<file path="config.mk">
export PLATFORM = sky130hd
export DESIGN_NAME = text_full_justifier_flat
export DESIGN_NICKNAME = d
export VERILOG_FILES = /design/src/rtl/tfj_pkg.sv /design/src/rtl/tfj_stream_if.sv /design/src/rtl/tfj_ram.sv /design/src/rtl/tfj_dpath.sv /design/src/rtl/tfj_ctrl.sv /design/src/rtl/text_full_justifier.sv /design/src/flat_wrapper.sv
export SDC_FILE = /design/constraint.sdc
export NUM_CORES = 2
export LEC_CHECK = 0
export BUFFER_PORTS_ARGS = -buffer_cell sky130_fd_sc_hd__buf_2
export CORE_MARGIN = 4
export CORE_UTILIZATION = 61
export CTS_CLUSTER_SIZE = 16
export DETAILED_ROUTE_END_ITERATION = 8
export MAX_ROUTING_LAYER = met4
export PLACE_DENSITY = 0.77
export SLEW_MARGIN = 5
export SYNTH_ARGS = -nofsm -noshare
export SYNTH_HDL_FRONTEND = slang
export SYNTH_SLANG_ARGS = --single-unit
</file>
<file path="constraint.sdc">
create_clock -name clk -period 13.4 [get_ports clk]
set_clock_uncertainty 0.05 [all_clocks]
set_input_delay 0.67 -clock clk [delete_from_list [all_inputs] [get_ports clk]]
set_output_delay 0.67 -clock clk [all_outputs]
set_load 0.05 [all_outputs]
</file>
<file path="src/rtl/tfj_pkg.sv">
`timescale 1ns / 1ps
// ----------------------------------------------------------------------------
// tfj_pkg
// Shared constants, command and status types of the text full justifier.
// ----------------------------------------------------------------------------
package tfj_pkg;

    // Sizes of the line store and the word list
    localparam int MAX_WIDTH = 128;
    localparam int MAX_WORDS = 64;

    localparam int WIDTH_W = $clog2(MAX_WIDTH + 1);
    localparam int LINE_AW = $clog2(MAX_WIDTH);
    localparam int WORDS_W = $clog2(MAX_WORDS + 1);
    localparam int WORD_AW = $clog2(MAX_WORDS);
    localparam int SUM_W   = (WIDTH_W + 2 > 9) ? WIDTH_W + 2 : 9;
    localparam int DCNT_W  = $clog2(WIDTH_W + 1);

    // Character codes
    localparam logic [7:0] CH_NL  = 8'd10;
    localparam logic [7:0] CH_SP  = 8'd32;
    localparam logic [7:0] CH_TAB = 8'd9;

    // Configuration
    localparam logic [7:0] WIDTH_RESET    = 8'd80;
    localparam logic       REG_LINE_WIDTH = 1'b0;

    // Datapath operations
    typedef enum logic [3:0] {
        OP_NONE,
        OP_APPEND,
        OP_COPY_START,
        OP_COPY_STEP,
        OP_COPY_END,
        OP_LINE_START,
        OP_DIV_STEP,
        OP_RD_END,
        OP_LD_END,
        OP_RD_CH,
        OP_PUT_CH,
        OP_PUT_SP,
        OP_NEXT_WORD,
        OP_PUT_NL,
        OP_PUT_ERR
    } op_t;

    typedef struct packed {
        logic latch;
        op_t  op;
    } cmd_t;

    typedef struct packed {
        logic is_letter;
        logic emit_after;
        logic plen_zero;
        logic plen_ge_w;
        logic plen_gt_w;
        logic need_flush;
        logic words_zero;
        logic copy_last;
        logic div_done;
        logic ch_more;
        logic gap_more;
        logic sp_more;
        logic pack_last;
        logic out_free;
    } stat_t;

endpackage

</file>
<file path="src/rtl/tfj_stream_if.sv">
`timescale 1ns / 1ps
// ----------------------------------------------------------------------------
// tfj_stream_if
// Valid/ready channels for input characters and packed output items.
// ----------------------------------------------------------------------------
interface tfj_in_if;
    logic       valid;
    logic       ready;
    logic [7:0] text_byte;
    logic       stream_end;

    modport source (output valid, output text_byte, output stream_end, input ready);
    modport sink   (input valid, input text_byte, input stream_end, output ready);
endinterface

interface tfj_out_if;
    logic        valid;
    logic        ready;
    logic [63:0] packed_chars;
    logic [3:0]  char_count;
    logic        line_done;
    logic        word_too_long;

    modport source (output valid, output packed_chars, output char_count,
                    output line_done, output word_too_long, input ready);
    modport sink   (input valid, input packed_chars, input char_count,
                    input line_done, input word_too_long, output ready);
endinterface

</file>
<file path="src/rtl/tfj_ram.sv">
`timescale 1ns / 1ps
// ----------------------------------------------------------------------------
// tfj_ram
// Simple dual-port RAM, one write and one registered read port.
// ----------------------------------------------------------------------------
module tfj_ram #(
    parameter int WIDTH = 8,
    parameter int DEPTH = 128
) (
    input  logic                     clk,
    input  logic                     we,
    input  logic [$clog2(DEPTH)-1:0] waddr,
    input  logic [WIDTH-1:0]         wdata,
    input  logic                     re,
    input  logic [$clog2(DEPTH)-1:0] raddr,
    output logic [WIDTH-1:0]         rdata
);

    logic [WIDTH-1:0] mem [DEPTH];

    // Write port
    always_ff @(posedge clk)
    begin
        if (we)
        begin
            mem[waddr] <= wdata;
        end
    end

    // Registered read, data holds while re is low
    always_ff @(posedge clk)
    begin
        if (re)
        begin
            rdata <= mem[raddr];
        end
    end

endmodule

</file>
<file path="src/rtl/tfj_dpath.sv">
`timescale 1ns / 1ps
// ----------------------------------------------------------------------------
// tfj_dpath
// Word and line stores, gap divider, byte packer and output register.
// ----------------------------------------------------------------------------
module tfj_dpath (
    input  logic          clk,
    input  logic          rst_n,
    input  tfj_pkg::cmd_t cmd,
    output tfj_pkg::stat_t stat,
    input  logic [7:0]    line_width,
    input  logic [7:0]    in_byte,
    input  logic          in_end,
    output logic          out_valid,
    input  logic          out_ready,
    output logic [63:0]   out_chars,
    output logic [3:0]    out_count,
    output logic          out_done,
    output logic          out_err
);
    import tfj_pkg::*;

    logic [7:0]         byte_reg;
    logic               end_reg;
    logic [WIDTH_W-1:0] plen_reg, plen_next;
    logic [WIDTH_W-1:0] letters_reg, letters_next;
    logic [WORDS_W-1:0] words_reg, words_next;
    logic [WIDTH_W-1:0] c_reg, c_next;
    logic [WORDS_W-1:0] gaps_reg;
    logic [WIDTH_W-1:0] quo_reg;
    logic [SUM_W-1:0]   rem_reg;
    logic [DCNT_W-1:0]  dcnt_reg;
    logic [WORDS_W-1:0] wi_reg;
    logic [WIDTH_W-1:0] ci_reg;
    logic [WIDTH_W-1:0] wend_reg;
    logic [WIDTH_W-1:0] spc_reg;
    logic [63:0]        acc_reg;
    logic [2:0]         pcnt_reg;
    logic               out_valid_reg;
    logic [63:0]        out_chars_reg;
    logic [3:0]         out_count_reg;
    logic               out_done_reg;
    logic               out_err_reg;

    logic [WIDTH_W-1:0] w_eff;
    logic [SUM_W-1:0]   lw_ext;
    logic [SUM_W-1:0]   fit_sum;
    logic [SUM_W-1:0]   total;
    logic [SUM_W-1:0]   rem_sh;
    logic               rem_ge;
    logic               is_nl;
    logic               is_sep;
    logic               out_free;
    logic               push_en;
    logic               push_last;
    logic [7:0]         push_byte;
    logic               xfer;
    logic [63:0]        acc_ins;
    logic [7:0]         pend_rdata;
    logic [7:0]         line_rdata;
    logic [WIDTH_W-1:0] ends_rdata;
    logic [WIDTH_W-1:0] line_waddr;
    logic [WIDTH_W-1:0] new_letters;

    // Clamp the configured width into 1..MAX_WIDTH
    always_comb
    begin
        lw_ext = SUM_W'(line_width);
        if (lw_ext == '0)
        begin
            w_eff = WIDTH_W'(1);
        end
        else if (lw_ext > SUM_W'(MAX_WIDTH))
        begin
            w_eff = WIDTH_W'(MAX_WIDTH);
        end
        else
        begin
            w_eff = WIDTH_W'(line_width);
        end
    end

    // Classify the held character and the fit test
    assign is_nl       = (byte_reg == CH_NL);
    assign is_sep      = (byte_reg == CH_SP) || (byte_reg == CH_TAB);
    assign fit_sum     = SUM_W'(letters_reg) + SUM_W'(plen_reg) + SUM_W'(words_reg);
    assign new_letters = letters_reg + plen_reg;
    assign line_waddr  = letters_reg + c_reg - WIDTH_W'(1);
    assign out_free    = !out_valid_reg || out_ready;

    // Padding total for the line: at least one space per gap
    always_comb
    begin
        if (SUM_W'(w_eff) > SUM_W'(letters_reg))
        begin
            total = SUM_W'(w_eff) - SUM_W'(letters_reg);
        end
        else
        begin
            total = '0;
        end
        if (total < SUM_W'(words_reg - WORDS_W'(1)))
        begin
            total = SUM_W'(words_reg - WORDS_W'(1));
        end
    end

    // One restoring divide step
    assign rem_sh = {rem_reg[SUM_W-2:0], quo_reg[WIDTH_W-1]};
    assign rem_ge = (rem_sh >= SUM_W'(gaps_reg));

    always_comb
    begin
        stat.is_letter  = !is_nl && !is_sep;
        stat.emit_after = is_nl || end_reg;
        stat.plen_zero  = (plen_reg == '0);
        stat.plen_ge_w  = (plen_reg >= w_eff);
        stat.plen_gt_w  = (plen_reg > w_eff);
        stat.need_flush = (words_reg != '0) &&
                          ((fit_sum > SUM_W'(w_eff)) || (words_reg >= WORDS_W'(MAX_WORDS)));
        stat.words_zero = (words_reg == '0);
        stat.copy_last  = (c_reg == plen_reg);
        stat.div_done   = (dcnt_reg == DCNT_W'(WIDTH_W));
        stat.ch_more    = (ci_reg < wend_reg);
        stat.gap_more   = (wi_reg < gaps_reg);
        stat.sp_more    = (spc_reg != '0);
        stat.pack_last  = (pcnt_reg == 3'd7);
        stat.out_free   = out_free;
    end

    // Store the pending word
    tfj_ram #(.WIDTH(8), .DEPTH(MAX_WIDTH)) u_pend (
        .clk   (clk),
        .we    (cmd.op == OP_APPEND),
        .waddr (plen_reg[LINE_AW-1:0]),
        .wdata (byte_reg),
        .re    ((cmd.op == OP_COPY_STEP) && (c_reg < plen_reg)),
        .raddr (c_reg[LINE_AW-1:0]),
        .rdata (pend_rdata)
    );

    // Store the letters of the open line
    tfj_ram #(.WIDTH(8), .DEPTH(MAX_WIDTH)) u_line (
        .clk   (clk),
        .we    ((cmd.op == OP_COPY_STEP) && (c_reg != '0)),
        .waddr (line_waddr[LINE_AW-1:0]),
        .wdata (pend_rdata),
        .re    (cmd.op == OP_RD_CH),
        .raddr (ci_reg[LINE_AW-1:0]),
        .rdata (line_rdata)
    );

    // Store the end offset of each word
    tfj_ram #(.WIDTH(WIDTH_W), .DEPTH(MAX_WORDS)) u_ends (
        .clk   (clk),
        .we    (cmd.op == OP_COPY_END),
        .waddr (words_reg[WORD_AW-1:0]),
        .wdata (new_letters),
        .re    (cmd.op == OP_RD_END),
        .raddr (wi_reg[WORD_AW-1:0]),
        .rdata (ends_rdata)
    );

    // Select the byte to pack
    always_comb
    begin
        push_en   = 1'b0;
        push_last = 1'b0;
        push_byte = CH_SP;
        unique case (cmd.op)
            OP_PUT_CH:
            begin
                push_en   = 1'b1;
                push_byte = line_rdata;
            end
            OP_PUT_SP:
            begin
                push_en = 1'b1;
            end
            OP_PUT_NL:
            begin
                push_en   = 1'b1;
                push_last = 1'b1;
                push_byte = CH_NL;
            end
            default:
            begin
                push_en = 1'b0;
            end
        endcase
        acc_ins = acc_reg;
        acc_ins[{pcnt_reg, 3'b000} +: 8] = push_byte;
        xfer = push_en && ((pcnt_reg == 3'd7) || push_last);
    end

    // Word, line and counter bookkeeping
    always_comb
    begin
        plen_next    = plen_reg;
        letters_next = letters_reg;
        words_next   = words_reg;
        c_next       = c_reg;
        unique case (cmd.op)
            OP_APPEND:     plen_next = plen_reg + WIDTH_W'(1);
            OP_COPY_START: c_next = '0;
            OP_COPY_STEP:  c_next = c_reg + WIDTH_W'(1);
            OP_COPY_END:
            begin
                letters_next = new_letters;
                words_next   = words_reg + WORDS_W'(1);
                plen_next    = '0;
            end
            OP_PUT_NL:
            begin
                letters_next = '0;
                words_next   = '0;
            end
            OP_PUT_ERR:
            begin
                letters_next = '0;
                words_next   = '0;
                plen_next    = '0;
            end
            default:
            begin
                plen_next = plen_reg;
            end
        endcase
    end

    always_ff @(posedge clk or negedge rst_n)
    begin
        if (!rst_n)
        begin
            plen_reg      <= '0;
            letters_reg   <= '0;
            words_reg     <= '0;
            c_reg         <= '0;
            dcnt_reg      <= '0;
            acc_reg       <= '0;
            pcnt_reg      <= '0;
            out_valid_reg <= 1'b0;
        end
        else
        begin
            plen_reg    <= plen_next;
            letters_reg <= letters_next;
            words_reg   <= words_next;
            c_reg       <= c_next;

            // Divider counter
            if (cmd.op == OP_LINE_START)
            begin
                dcnt_reg <= '0;
            end
            else if (cmd.op == OP_DIV_STEP)
            begin
                dcnt_reg <= dcnt_reg + DCNT_W'(1);
            end

            // Packer
            if (cmd.op == OP_LINE_START || xfer)
            begin
                acc_reg  <= '0;
                pcnt_reg <= '0;
            end
            else if (push_en)
            begin
                acc_reg  <= acc_ins;
                pcnt_reg <= pcnt_reg + 3'd1;
            end

            // Output register
            if (xfer || cmd.op == OP_PUT_ERR)
            begin
                out_valid_reg <= 1'b1;
            end
            else if (out_ready)
            begin
                out_valid_reg <= 1'b0;
            end
        end
    end

    // Payload registers
    always_ff @(posedge clk)
    begin
        if (cmd.latch)
        begin
            byte_reg <= in_byte;
            end_reg  <= in_end;
        end

        unique case (cmd.op)
            OP_LINE_START:
            begin
                gaps_reg <= words_reg - WORDS_W'(1);
                quo_reg  <= WIDTH_W'(total);
                rem_reg  <= '0;
                wi_reg   <= '0;
                ci_reg   <= '0;
            end
            OP_DIV_STEP:
            begin
                rem_reg <= rem_ge ? rem_sh - SUM_W'(gaps_reg) : rem_sh;
                quo_reg <= {quo_reg[WIDTH_W-2:0], rem_ge};
            end
            OP_LD_END:
            begin
                wend_reg <= ends_rdata;
                spc_reg  <= quo_reg + WIDTH_W'(SUM_W'(wi_reg) < rem_reg);
            end
            OP_PUT_CH:    ci_reg <= ci_reg + WIDTH_W'(1);
            OP_PUT_SP:    spc_reg <= spc_reg - WIDTH_W'(1);
            OP_NEXT_WORD: wi_reg <= wi_reg + WORDS_W'(1);
            default:
            begin
                wi_reg <= wi_reg;
            end
        endcase

        if (xfer)
        begin
            out_chars_reg <= acc_ins;
            out_count_reg <= {1'b0, pcnt_reg} + 4'd1;
            out_done_reg  <= push_last;
            out_err_reg   <= 1'b0;
        end
        else if (cmd.op == OP_PUT_ERR)
        begin
            out_chars_reg <= '0;
            out_count_reg <= '0;
            out_done_reg  <= 1'b0;
            out_err_reg   <= 1'b1;
        end
    end

    assign out_valid = out_valid_reg;
    assign out_chars = out_chars_reg;
    assign out_count = out_count_reg;
    assign out_done  = out_done_reg;
    assign out_err   = out_err_reg;

endmodule

</file>
<file path="src/rtl/tfj_ctrl.sv">
`timescale 1ns / 1ps
// ----------------------------------------------------------------------------
// tfj_ctrl
// Sequencer: word append, word commit, line justification and error halt.
// ----------------------------------------------------------------------------
module tfj_ctrl (
    input  logic           clk,
    input  logic           rst_n,
    input  logic           in_valid,
    output logic           in_ready,
    output tfj_pkg::cmd_t  cmd,
    input  tfj_pkg::stat_t stat
);
    import tfj_pkg::*;

    typedef enum logic [14:0] {
        S_IDLE   = 15'b000000000000001,
        S_DECODE = 15'b000000000000010,
        S_FIN    = 15'b000000000000100,
        S_CSTART = 15'b000000000001000,
        S_COPY   = 15'b000000000010000,
        S_CEND   = 15'b000000000100000,
        S_LINE   = 15'b000000001000000,
        S_DIV    = 15'b000000010000000,
        S_RDEND  = 15'b000000100000000,
        S_LDEND  = 15'b000001000000000,
        S_RDCH   = 15'b000010000000000,
        S_PUTCH  = 15'b000100000000000,
        S_SPACE  = 15'b001000000000000,
        S_NL     = 15'b010000000000000,
        S_ERR    = 15'b100000000000000
    } state_t;

    state_t state_reg, state_next;
    logic   halted_reg, halted_next;
    logic   ret_copy_reg, ret_copy_next;

    assign in_ready = (state_reg == S_IDLE);

    // Next state and command
    always_comb
    begin
        state_next    = state_reg;
        halted_next   = halted_reg;
        ret_copy_next = ret_copy_reg;
        cmd.latch     = 1'b0;
        cmd.op        = OP_NONE;
        unique case (state_reg)
            S_IDLE:
            begin
                if (in_valid)
                begin
                    cmd.latch  = 1'b1;
                    state_next = S_DECODE;
                end
            end
            S_DECODE:
            begin
                if (halted_reg)
                begin
                    state_next = S_IDLE;
                end
                else if (stat.is_letter)
                begin
                    if (stat.plen_ge_w)
                    begin
                        state_next = S_ERR;
                    end
                    else
                    begin
                        cmd.op     = OP_APPEND;
                        state_next = stat.emit_after ? S_FIN : S_IDLE;
                    end
                end
                else
                begin
                    state_next = S_FIN;
                end
            end
            S_FIN:
            begin
                priority if (stat.plen_zero)
                begin
                    ret_copy_next = 1'b0;
                    state_next    = stat.emit_after ? S_LINE : S_IDLE;
                end
                else if (stat.plen_gt_w)
                begin
                    state_next = S_ERR;
                end
                else if (stat.need_flush)
                begin
                    ret_copy_next = 1'b1;
                    state_next    = S_LINE;
                end
                else
                begin
                    state_next = S_CSTART;
                end
            end
            S_CSTART:
            begin
                cmd.op     = OP_COPY_START;
                state_next = S_COPY;
            end
            S_COPY:
            begin
                cmd.op = OP_COPY_STEP;
                if (stat.copy_last)
                begin
                    state_next = S_CEND;
                end
            end
            S_CEND:
            begin
                cmd.op        = OP_COPY_END;
                ret_copy_next = 1'b0;
                state_next    = stat.emit_after ? S_LINE : S_IDLE;
            end
            S_LINE:
            begin
                if (stat.words_zero)
                begin
                    state_next = ret_copy_reg ? S_CSTART : S_IDLE;
                end
                else
                begin
                    cmd.op     = OP_LINE_START;
                    state_next = S_DIV;
                end
            end
            S_DIV:
            begin
                if (stat.div_done)
                begin
                    state_next = S_RDEND;
                end
                else
                begin
                    cmd.op = OP_DIV_STEP;
                end
            end
            S_RDEND:
            begin
                cmd.op     = OP_RD_END;
                state_next = S_LDEND;
            end
            S_LDEND:
            begin
                cmd.op     = OP_LD_END;
                state_next = S_RDCH;
            end
            S_RDCH:
            begin
                priority if (stat.ch_more)
                begin
                    cmd.op     = OP_RD_CH;
                    state_next = S_PUTCH;
                end
                else if (stat.gap_more)
                begin
                    state_next = S_SPACE;
                end
                else
                begin
                    state_next = S_NL;
                end
            end
            S_PUTCH:
            begin
                if (!stat.pack_last || stat.out_free)
                begin
                    cmd.op     = OP_PUT_CH;
                    state_next = S_RDCH;
                end
            end
            S_SPACE:
            begin
                if (stat.sp_more)
                begin
                    if (!stat.pack_last || stat.out_free)
                    begin
                        cmd.op = OP_PUT_SP;
                    end
                end
                else
                begin
                    cmd.op     = OP_NEXT_WORD;
                    state_next = S_RDEND;
                end
            end
            S_NL:
            begin
                if (stat.out_free)
                begin
                    cmd.op     = OP_PUT_NL;
                    state_next = ret_copy_reg ? S_CSTART : S_IDLE;
                end
            end
            S_ERR:
            begin
                if (stat.out_free)
                begin
                    cmd.op      = OP_PUT_ERR;
                    halted_next = 1'b1;
                    state_next  = S_IDLE;
                end
            end
            default:
            begin
                state_next = S_IDLE;
            end
        endcase
    end

    always_ff @(posedge clk or negedge rst_n)
    begin
        if (!rst_n)
        begin
            state_reg    <= S_IDLE;
            halted_reg   <= 1'b0;
            ret_copy_reg <= 1'b0;
        end
        else
        begin
            state_reg    <= state_next;
            halted_reg   <= halted_next;
            ret_copy_reg <= ret_copy_next;
        end
    end

    // Halt is sticky until reset
    a_halt_sticky: assert property (@(posedge clk) disable iff (!rst_n)
        halted_reg |=> halted_reg)
        else $error("halt flag cleared without reset");

    // Error item sets the halt
    a_err_halts: assert property (@(posedge clk) disable iff (!rst_n)
        (cmd.op == OP_PUT_ERR) |=> halted_reg)
        else $error("error item did not halt the block");

    // Line end only goes out with a free output slot
    a_nl_slot: assert property (@(posedge clk) disable iff (!rst_n)
        (cmd.op == OP_PUT_NL || cmd.op == OP_PUT_ERR) |-> stat.out_free)
        else $error("item pushed into a busy output register");

    // An accepted item is decoded next
    a_accept_decode: assert property (@(posedge clk) disable iff (!rst_n)
        (in_valid && in_ready) |=> (state_reg == S_DECODE))
        else $error("accepted item not decoded");

endmodule

</file>
<file path="src/rtl/text_full_justifier.sv">
`timescale 1ns / 1ps
// ----------------------------------------------------------------------------
// text_full_justifier
// Greedy full justification of a byte stream, up to eight characters per item.
// ----------------------------------------------------------------------------
//  Channel  | Direction | Payload
//  ---------+-----------+-------------------------------------------------
//  in_ch    | in        | text_byte[7:0], stream_end
//  out_ch   | out       | packed_chars[63:0], char_count[3:0], line_done,
//           |           | word_too_long
//  APB      | in        | line_width at byte address 0
//
//  A letter is latched and then decoded. A separator also passes the finish
//  step and, when it commits a word, the pending-word copy into the line.
//  A line flush runs the gap divider, then for each word reads its end
//  offset and its characters through the registered reads of the line and
//  word-end memories and puts its padding spaces, and ends with the newline.
//  Reset (rst_n, asynchronous) empties the line and restores width 80.
//  A full output register stalls the flush; input waits until it is done.
// ----------------------------------------------------------------------------
module text_full_justifier (
    input  logic        clk,
    input  logic        rst_n,
    tfj_in_if.sink      in_ch,
    tfj_out_if.source   out_ch,
    input  logic        psel,
    input  logic        penable,
    input  logic        pwrite,
    input  logic [2:0]  paddr,
    input  logic [31:0] pwdata,
    output logic [31:0] prdata,
    output logic        pready
);
    import tfj_pkg::*;

    cmd_t       cmd;
    stat_t      stat;
    logic [7:0] line_width_reg;

    // Configuration register
    assign pready = 1'b1;

    always_ff @(posedge clk or negedge rst_n)
    begin
        if (!rst_n)
        begin
            line_width_reg <= WIDTH_RESET;
        end
        else if (psel && penable && pwrite && (paddr[2] == REG_LINE_WIDTH))
        begin
            line_width_reg <= pwdata[7:0];
        end
    end

    assign prdata = (paddr[2] == REG_LINE_WIDTH) ? {24'd0, line_width_reg} : 32'd0;

    tfj_ctrl u_ctrl (
        .clk      (clk),
        .rst_n    (rst_n),
        .in_valid (in_ch.valid),
        .in_ready (in_ch.ready),
        .cmd      (cmd),
        .stat     (stat)
    );

    tfj_dpath u_dpath (
        .clk        (clk),
        .rst_n      (rst_n),
        .cmd        (cmd),
        .stat       (stat),
        .line_width (line_width_reg),
        .in_byte    (in_ch.text_byte),
        .in_end     (in_ch.stream_end),
        .out_valid  (out_ch.valid),
        .out_ready  (out_ch.ready),
        .out_chars  (out_ch.packed_chars),
        .out_count  (out_ch.char_count),
        .out_done   (out_ch.line_done),
        .out_err    (out_ch.word_too_long)
    );

endmodule

</file>
<file path="src/flat_wrapper.sv">
// flat-port wrapper written by rule: the top's interface ports become plain ports
module text_full_justifier_flat import tfj_pkg::*;
  (clk, rst_n, psel, penable, pwrite, paddr, pwdata, prdata, pready, in_ch_valid, in_ch_text_byte, in_ch_stream_end, in_ch_ready, out_ch_valid, out_ch_packed_chars, out_ch_char_count, out_ch_line_done, out_ch_word_too_long, out_ch_ready);
  tfj_in_if in_ch_i ();
  tfj_out_if out_ch_i ();
  input  logic clk;
  input  logic rst_n;
  input  logic psel;
  input  logic penable;
  input  logic pwrite;
  input  logic [2:0] paddr;
  input  logic [31:0] pwdata;
  output logic [31:0] prdata;
  output logic pready;
  input wire logic [$bits(in_ch_i.valid)-1:0] in_ch_valid;
  input wire logic [$bits(in_ch_i.text_byte)-1:0] in_ch_text_byte;
  input wire logic [$bits(in_ch_i.stream_end)-1:0] in_ch_stream_end;
  output wire logic [$bits(in_ch_i.ready)-1:0] in_ch_ready;
  output wire logic [$bits(out_ch_i.valid)-1:0] out_ch_valid;
  output wire logic [$bits(out_ch_i.packed_chars)-1:0] out_ch_packed_chars;
  output wire logic [$bits(out_ch_i.char_count)-1:0] out_ch_char_count;
  output wire logic [$bits(out_ch_i.line_done)-1:0] out_ch_line_done;
  output wire logic [$bits(out_ch_i.word_too_long)-1:0] out_ch_word_too_long;
  input wire logic [$bits(out_ch_i.ready)-1:0] out_ch_ready;
  assign in_ch_i.valid = in_ch_valid;
  assign in_ch_i.text_byte = in_ch_text_byte;
  assign in_ch_i.stream_end = in_ch_stream_end;
  assign in_ch_ready = in_ch_i.ready;
  assign out_ch_valid = out_ch_i.valid;
  assign out_ch_packed_chars = out_ch_i.packed_chars;
  assign out_ch_char_count = out_ch_i.char_count;
  assign out_ch_line_done = out_ch_i.line_done;
  assign out_ch_word_too_long = out_ch_i.word_too_long;
  assign out_ch_i.ready = out_ch_ready;
  text_full_justifier u_core (.clk(clk), .rst_n(rst_n), .in_ch(in_ch_i), .out_ch(out_ch_i), .psel(psel), .penable(penable), .pwrite(pwrite), .paddr(paddr), .pwdata(pwdata), .prdata(prdata), .pready(pready));
endmodule
</file>
* Word level (Yosys, flattened, before mapping)
Memory sizes are Yosys's and may differ from the RTL's. A register that Yosys moved wholly into a read port is not among the register bits.
Cells that the tools add are included.
** Word-level totals
- Output and inout port bits :: 105
- Logic and storage cells :: 227
- Memories kept :: 3
- Bits in registers :: 263
- Input port bits :: 51
- Latch bits :: 0
- Bits in writable memories :: 2560
- Memory bits (read-only) :: 0
** Operators by class
- Magnitude comparators :: 12
- Multiply operators :: 0
- Bitwise gates (word level) :: 1
- Shift operators :: 2
- Reduce and logical (&&, ||, !) cells :: 43
- Multiplexer cells :: 77
- Eq/ne operators :: 44
- Divide/modulo/power cells :: 0
- Add/subtract/negate cells :: 20
** Memory list
- u_core.u_dpath.u_line.mem :: words 128, width 8, rd ports 1, clocked after memory_dff 1, wr ports 1, RTL line tfj_ram.sv:19 : logic [WIDTH-1:0] mem [DEPTH];
- u_core.u_dpath.u_pend.mem :: words 128, width 8, rd ports 1, clocked after memory_dff 1, wr ports 1, RTL line tfj_ram.sv:19
- u_core.u_dpath.u_ends.mem :: words 64, width 8, rd ports 1, clocked after memory_dff 1, wr ports 1, RTL line tfj_ram.sv:19
** Operator list (number)
- 2-to-1 mux 64 bit :: 4
- one-hot mux 15 bit (15 select lines) :: 1
- 2-to-1 mux 15 bit :: 12
- one-hot mux 8 bit (2 select lines) :: 7
- bitwise mux 64 bit :: 1
- variable shift 8 x 8 -> 64 bit (first input constant) :: 1
- indexed part select 8 x 8 -> 64 bit :: 1
- one-hot mux 4 bit (13 select lines) :: 1
- 2-to-1 mux 4 bit :: 11
- 2-to-1 mux 8 bit :: 5
- == test 4 bit (second input constant) :: 8
- 2-to-1 mux 14 bit :: 2
- one-hot mux 7 bit (2 select lines) :: 2
- adder 8 x 1 -> 8 bit (second input constant) :: 3
- nonzero test 2 bit :: 11
- 2-to-1 mux 1 bit :: 20
- 2-to-1 mux 10 bit :: 2
- one-hot mux 10 bit (2 select lines) :: 1
- == test 4 x 3 -> 1 bit (second input constant) :: 4
- == test 8 x 4 -> 1 bit (second input constant) :: 2
- greater-than comparator 8 bit :: 2
- logical NOT 8 bit :: 2
- < comparator 8 bit :: 2
- nonzero test 8 bit :: 2
- other kinds (61) :: 92

* Depth between registers and ports, before layout
- Depth after elaboration :: 14
- Depth in mapped cells :: 21
- Mapped depth without buffers :: 21

* Cells and area by module
A second synthesis with hierarchy kept.
** Unflattened totals
- Cell total of the unflattened synthesis :: 5833
- Area, all modules :: 115490.8 µm²
** Modules (own cells, without submodules)
- tfj_ram at u_core.u_dpath.u_line ... :: area each 39745.6 µm², times used 2, cells each 1635, sequential area each 30989.7 µm²
- tfj_ram at u_core.u_dpath.u_ends :: area each 20246.9 µm², times used 1, cells each 940, sequential area each 15615.0 µm²
- tfj_dpath :: area each 13725.7 µm², times used 1, cells each 1400, sequential area each 6621.4 µm²
- tfj_ctrl :: area each 1445.1 µm², times used 1, cells each 171, sequential area each 426.7 µm²
- text_full_justifier :: area each 581.8 µm², times used 1, cells each 52, sequential area each 202.7 µm²

* Worst setup path before layout
OpenSTA, ideal clock, no wires.
- Path kind :: reg2reg
- Start :: register u_core.u_dpath.c_reg[1]
- End :: memory u_core.u_dpath.u_line.mem[31][0], enable pin
- Stages on the path, launching flop included :: 18
- Arrival time :: 4.538 ns
- Setup time :: 0.370 ns
- Path slack :: 8.441 ns
- Path through :: dfrtp_1 > clkbuf_1 > clkbuf_1 > clkbuf_1 > clkbuf_1 > buf_1 > inv_1 > ha_1 > inv_1 > ha_1 > fa_1 > a21oi_1 > nor2_1 > nor2_1 > xor2_1 > nand3_1 > clkbuf_1 > nor2_1
** Between the ends
- Word-level cells in the longest chain between the ends :: 4
** RTL lines
- from (decl) :: RTL line tfj_dpath.sv:28 : logic [WIDTH_W-1:0] c_reg, c_next;
- from (signal assigned) :: RTL line tfj_dpath.sv:249 : c_reg <= c_next;
- parallel branches: the longest is 4 deep, another holds adder 7 bit
- to (decl) :: RTL line tfj_ram.sv:19
Several ways; the timed one is not identified.

* Worst setup path in the final report
- Start :: register u_core.u_dpath.c_reg[1]
- End :: memory u_core.u_dpath.u_line.mem[23][5], enable pin
The elaborated chain is that of the path after synthesis.

==> results by group <==
Status
  • Status: finished, final reports clean

Power
  • Sequential Power Share: 54.1%
  • PD cells: 143 mW/mm2
  • Gate power share: 2.3%
  • Clk pwr share: 43.6%
  • Peak supply drop: 131 uV
  • Int Pwr: 14.5 mW
  • Psw: 3.66 mW
  • Leak pwr: 39.1 nW
  • Sw Ratio: 20.2%

Floorplan
  • Die W: 441 um
  • I/O pins: 156
  • Initial Util: 61.5%
  • # rows: 158
  • Core area: 0.186 mm2
  • DIE HEIGHT: 441 um
  • Die ar.: 0.194 mm2

Timing
  • Worst setup margin: 7620 ps
  • Crit share post-route: 43.1%
  • Hold_ws: 129 ps
  • Hold Violations, Final: 0
  • Setup_tns: 0 ps
  • Max Clk Rate: 173 MHz
  • Setup-failing EPs final: 0
  • RSZ-0062 raised after global routing: no
  • Relative slew slack: 8.66%
  • Final Slew Violations: 0
  • Tmin final: 5780 ps
  • Tightest Pin Transition: 1360 ps

Clock tree
  • Clk_lat worst skew: 940 ps
  • Root Buffer: clkbuf_16
  • CTS tree: done
  • Max clock buf depth: 4
  • H-tree depth: 5
  • Clock transition at the registers of the reported paths: 60 ps
  • Post-CTS Setup Bufs: 0
  • Sink Count: 2847
  • Total CTS buffers: 292

Synth
  • Post-synth EDFFs: 2718
  • Synth Cell Area: 0.114 mm2
  • Mapped Cells: 5826
  • Top-count cell post-synth: edfxtp_1
  • Asr flop ratio synth: 4.50%
  • Synth area leader: edfxtp_1
  • Ys flop type: edfxtp_1
  • Sequential fraction of the synthesis area: 74.2%
  • #FFs+latches synth: 2847
  • Most instantiated cells after synthesis: edfxtp_1 (2718), mux4_2 (749), nor2_1 (562)
  • Avg Cell Area, Syn: 19.6 um2
  • Share of the synthesized area in the top cell type: 71.4%
  • Yosys Warn Count: 0
  • Synth cell types: 78
  • Ranking of synthesized cells by area: edfxtp_1 (71%), mux4_2 (15%), dfrtp_1 (2.7%)

Critical path
  • R2R Path Start: u_core.u_dpath.c_reg[1]
  • Worst Path Required: 13870 ps
  • Worst Path Class, Setup: flip-flop to flip-flop
  • Crit. Startpoint: u_core.u_dpath.c_reg[1]
  • Crit-path max FO: 68
  • Crit path launch type: flip-flop
  • Worst path arrival time: 6250 ps
  • Crit end category: flip-flop

Route
  • WL per Instance: 31.7 um
  • Iteration-0 DRC Markers: 8443
  • Drt via density: 6.79
  • Final ANT Viol Nets: 0
  • Vias post-DR: 59500
  • Drt drc: 0
  • WL final: 278 mm
  • Pre-Repair DR Iteration Count: 7

Min path
  • Worst Hold Launch: out_ch_ready
  • Hold Path Class: primary input to flip-flop

Global routing
  • GRT overflow: 0
  • Aggregate global-route resource usage: 29.9%
  • First-pass GRT wire length: 411 mm
  • Number of global-route vias before repair: 60500
  • Initial antenna violation count: 7
  • Largest net degree at the start of global routing: 143

Finish
  • Largest regs: u_core.u_dpath.u_line.mem: 1024 flops, u_core.u_dpath.u_pend.mem: 1024 flops, u_core.u_dpath.u_ends.mem: 512 flops
  • Share of cells above drive strength 1: 22.3%
  • Post-route cell area: 0.127 mm2
  • Area Overhead vs Synth: 11.1%
  • Nets: 6242

Place
  • DP HPWL: 159 mm
  • Dpl cell area: 0.118 mm2
  • Dpl ws: 7820 ps
  • Global placement routability congestion: 0.901
  • IO buf count: 104

Job
  • Max-capacitance violation count: 0
-- path summary, 6_finish.rpt --
check | to | slack, ps | cells past startpoint
hold / removal | u_core.u_dpath.out_valid | 130 | 3
setup / recovery | u_core.u_dpath.u_line.mem[23][5] | 7620 | 12
setup reg to reg | u_core.u_dpath.u_line.mem[23][5] | 7620 | 12
min in group asynchronous | u_core.u_dpath.acc_reg[29] | 250 | 2
max in group asynchronous | u_core.u_dpath.c_reg[0] | 11550 | 3
hold reg to reg | u_core.u_dpath.wend_reg[4] | 370 | 0
-- stage by stage --
step	instances	power (mW)	utilization (%)
after floorplan	5849	10.3	-
after global placement	8232	10.4	63.3
after detailed placement	8232	10.4	63.3
after CTS	8753	18.2	68.3
after global routing	8758	18.6	68.3
final	8759	18.1	68.3
-- layer usage --
metal  vias to the layer above  track usage (%)  part of all wire, %
met5                         -                -                    0
met3                       756             5.71                  9.2
met2                      3796             47.9                   51
li1                      24100                -                    -
met1                     30800             38.5                   35
met4                         0             12.1                  4.6
-- final cells by class --
class                   instances  area, um2
flip-flops and latches       2847      84900
fillers                     10800      58900
multi-input cells            2612      28100
clock buffers                 370       7770
well taps                    2480       3100
repair buffers                220       1520
clock inverters               132       1350
inverters                      92        350
diodes                          6       15.0
-- power by group through the flow --
stage	registers [mW]	clock network (mW)	logic [mW]
floorplan	10.1	0	0.182
global placement	10.0	0	0.383
detailed placement	10.0	0	0.405
CTS	9.81	7.97	0.413
global route	9.81	8.39	0.450
finish	9.81	7.91	0.418
-- what timing repair did --
action                                 4_1_cts  5_1_grt
hold buffers                                19        0
endpoints found under the hold margin       76        0
gates resized for setup                      0        0
-- kinds of logic (layout without fill, tap and decap cells) --
family / count (synthesis) / in the layout / share of synthesized area, %
and+or+nand+nor: 1077 / 1077 / 4.17
DFF: 2847 / 2847 / 74.2
adders and majority gates: 126 / 126 / 1.46
buffers and inverters: 390 / 814 / 1.39
xor gates and xnor gates: 70 / 70 / 0.536
AOI/OAI and AO/OA: 482 / 482 / 2.77
other: 2 / 31 / 0.00657
muxes: 832 / 832 / 15.5
-- layout by cell type (no fill, tap or decap), drive strengths merged, types with 13 or more instances in the layout --
cell,count
a22o,29
nor4,18
nor3,43
mux4,749
buf,201
mux2,15
inv,97
xor2,23
and3,13
a31oi,14
a21o,18
o22ai,27
bufinv,27
dlygate4sd3,19
conb,25
clkinv,90
o21ai,96
dfrtp,125
nand4,27
xnor2,47
a22oi,79
nand2b,18
and2,19
nor2,565
nand2,223
ha,114
nor2b,33
a211oi,25
o21a,16
mux2i,68
clkbuf,370
a21oi,111
edfxtp,2718
nand3,55
-- worst max-delay path: stages (launching register included) --
cell and delay [ps]:
dfrtp_4 1100, inv_1 210, ha_1 350, inv_1 40, ha_1 200, a21o_1 180
a21oi_1 210, o21bai_1 90, a21oi_1 270, xor2_1 130, nor3_1 580, nand3_1 930
nor2_1 990
Note: power is estimated with default switching activity, not from simulation.
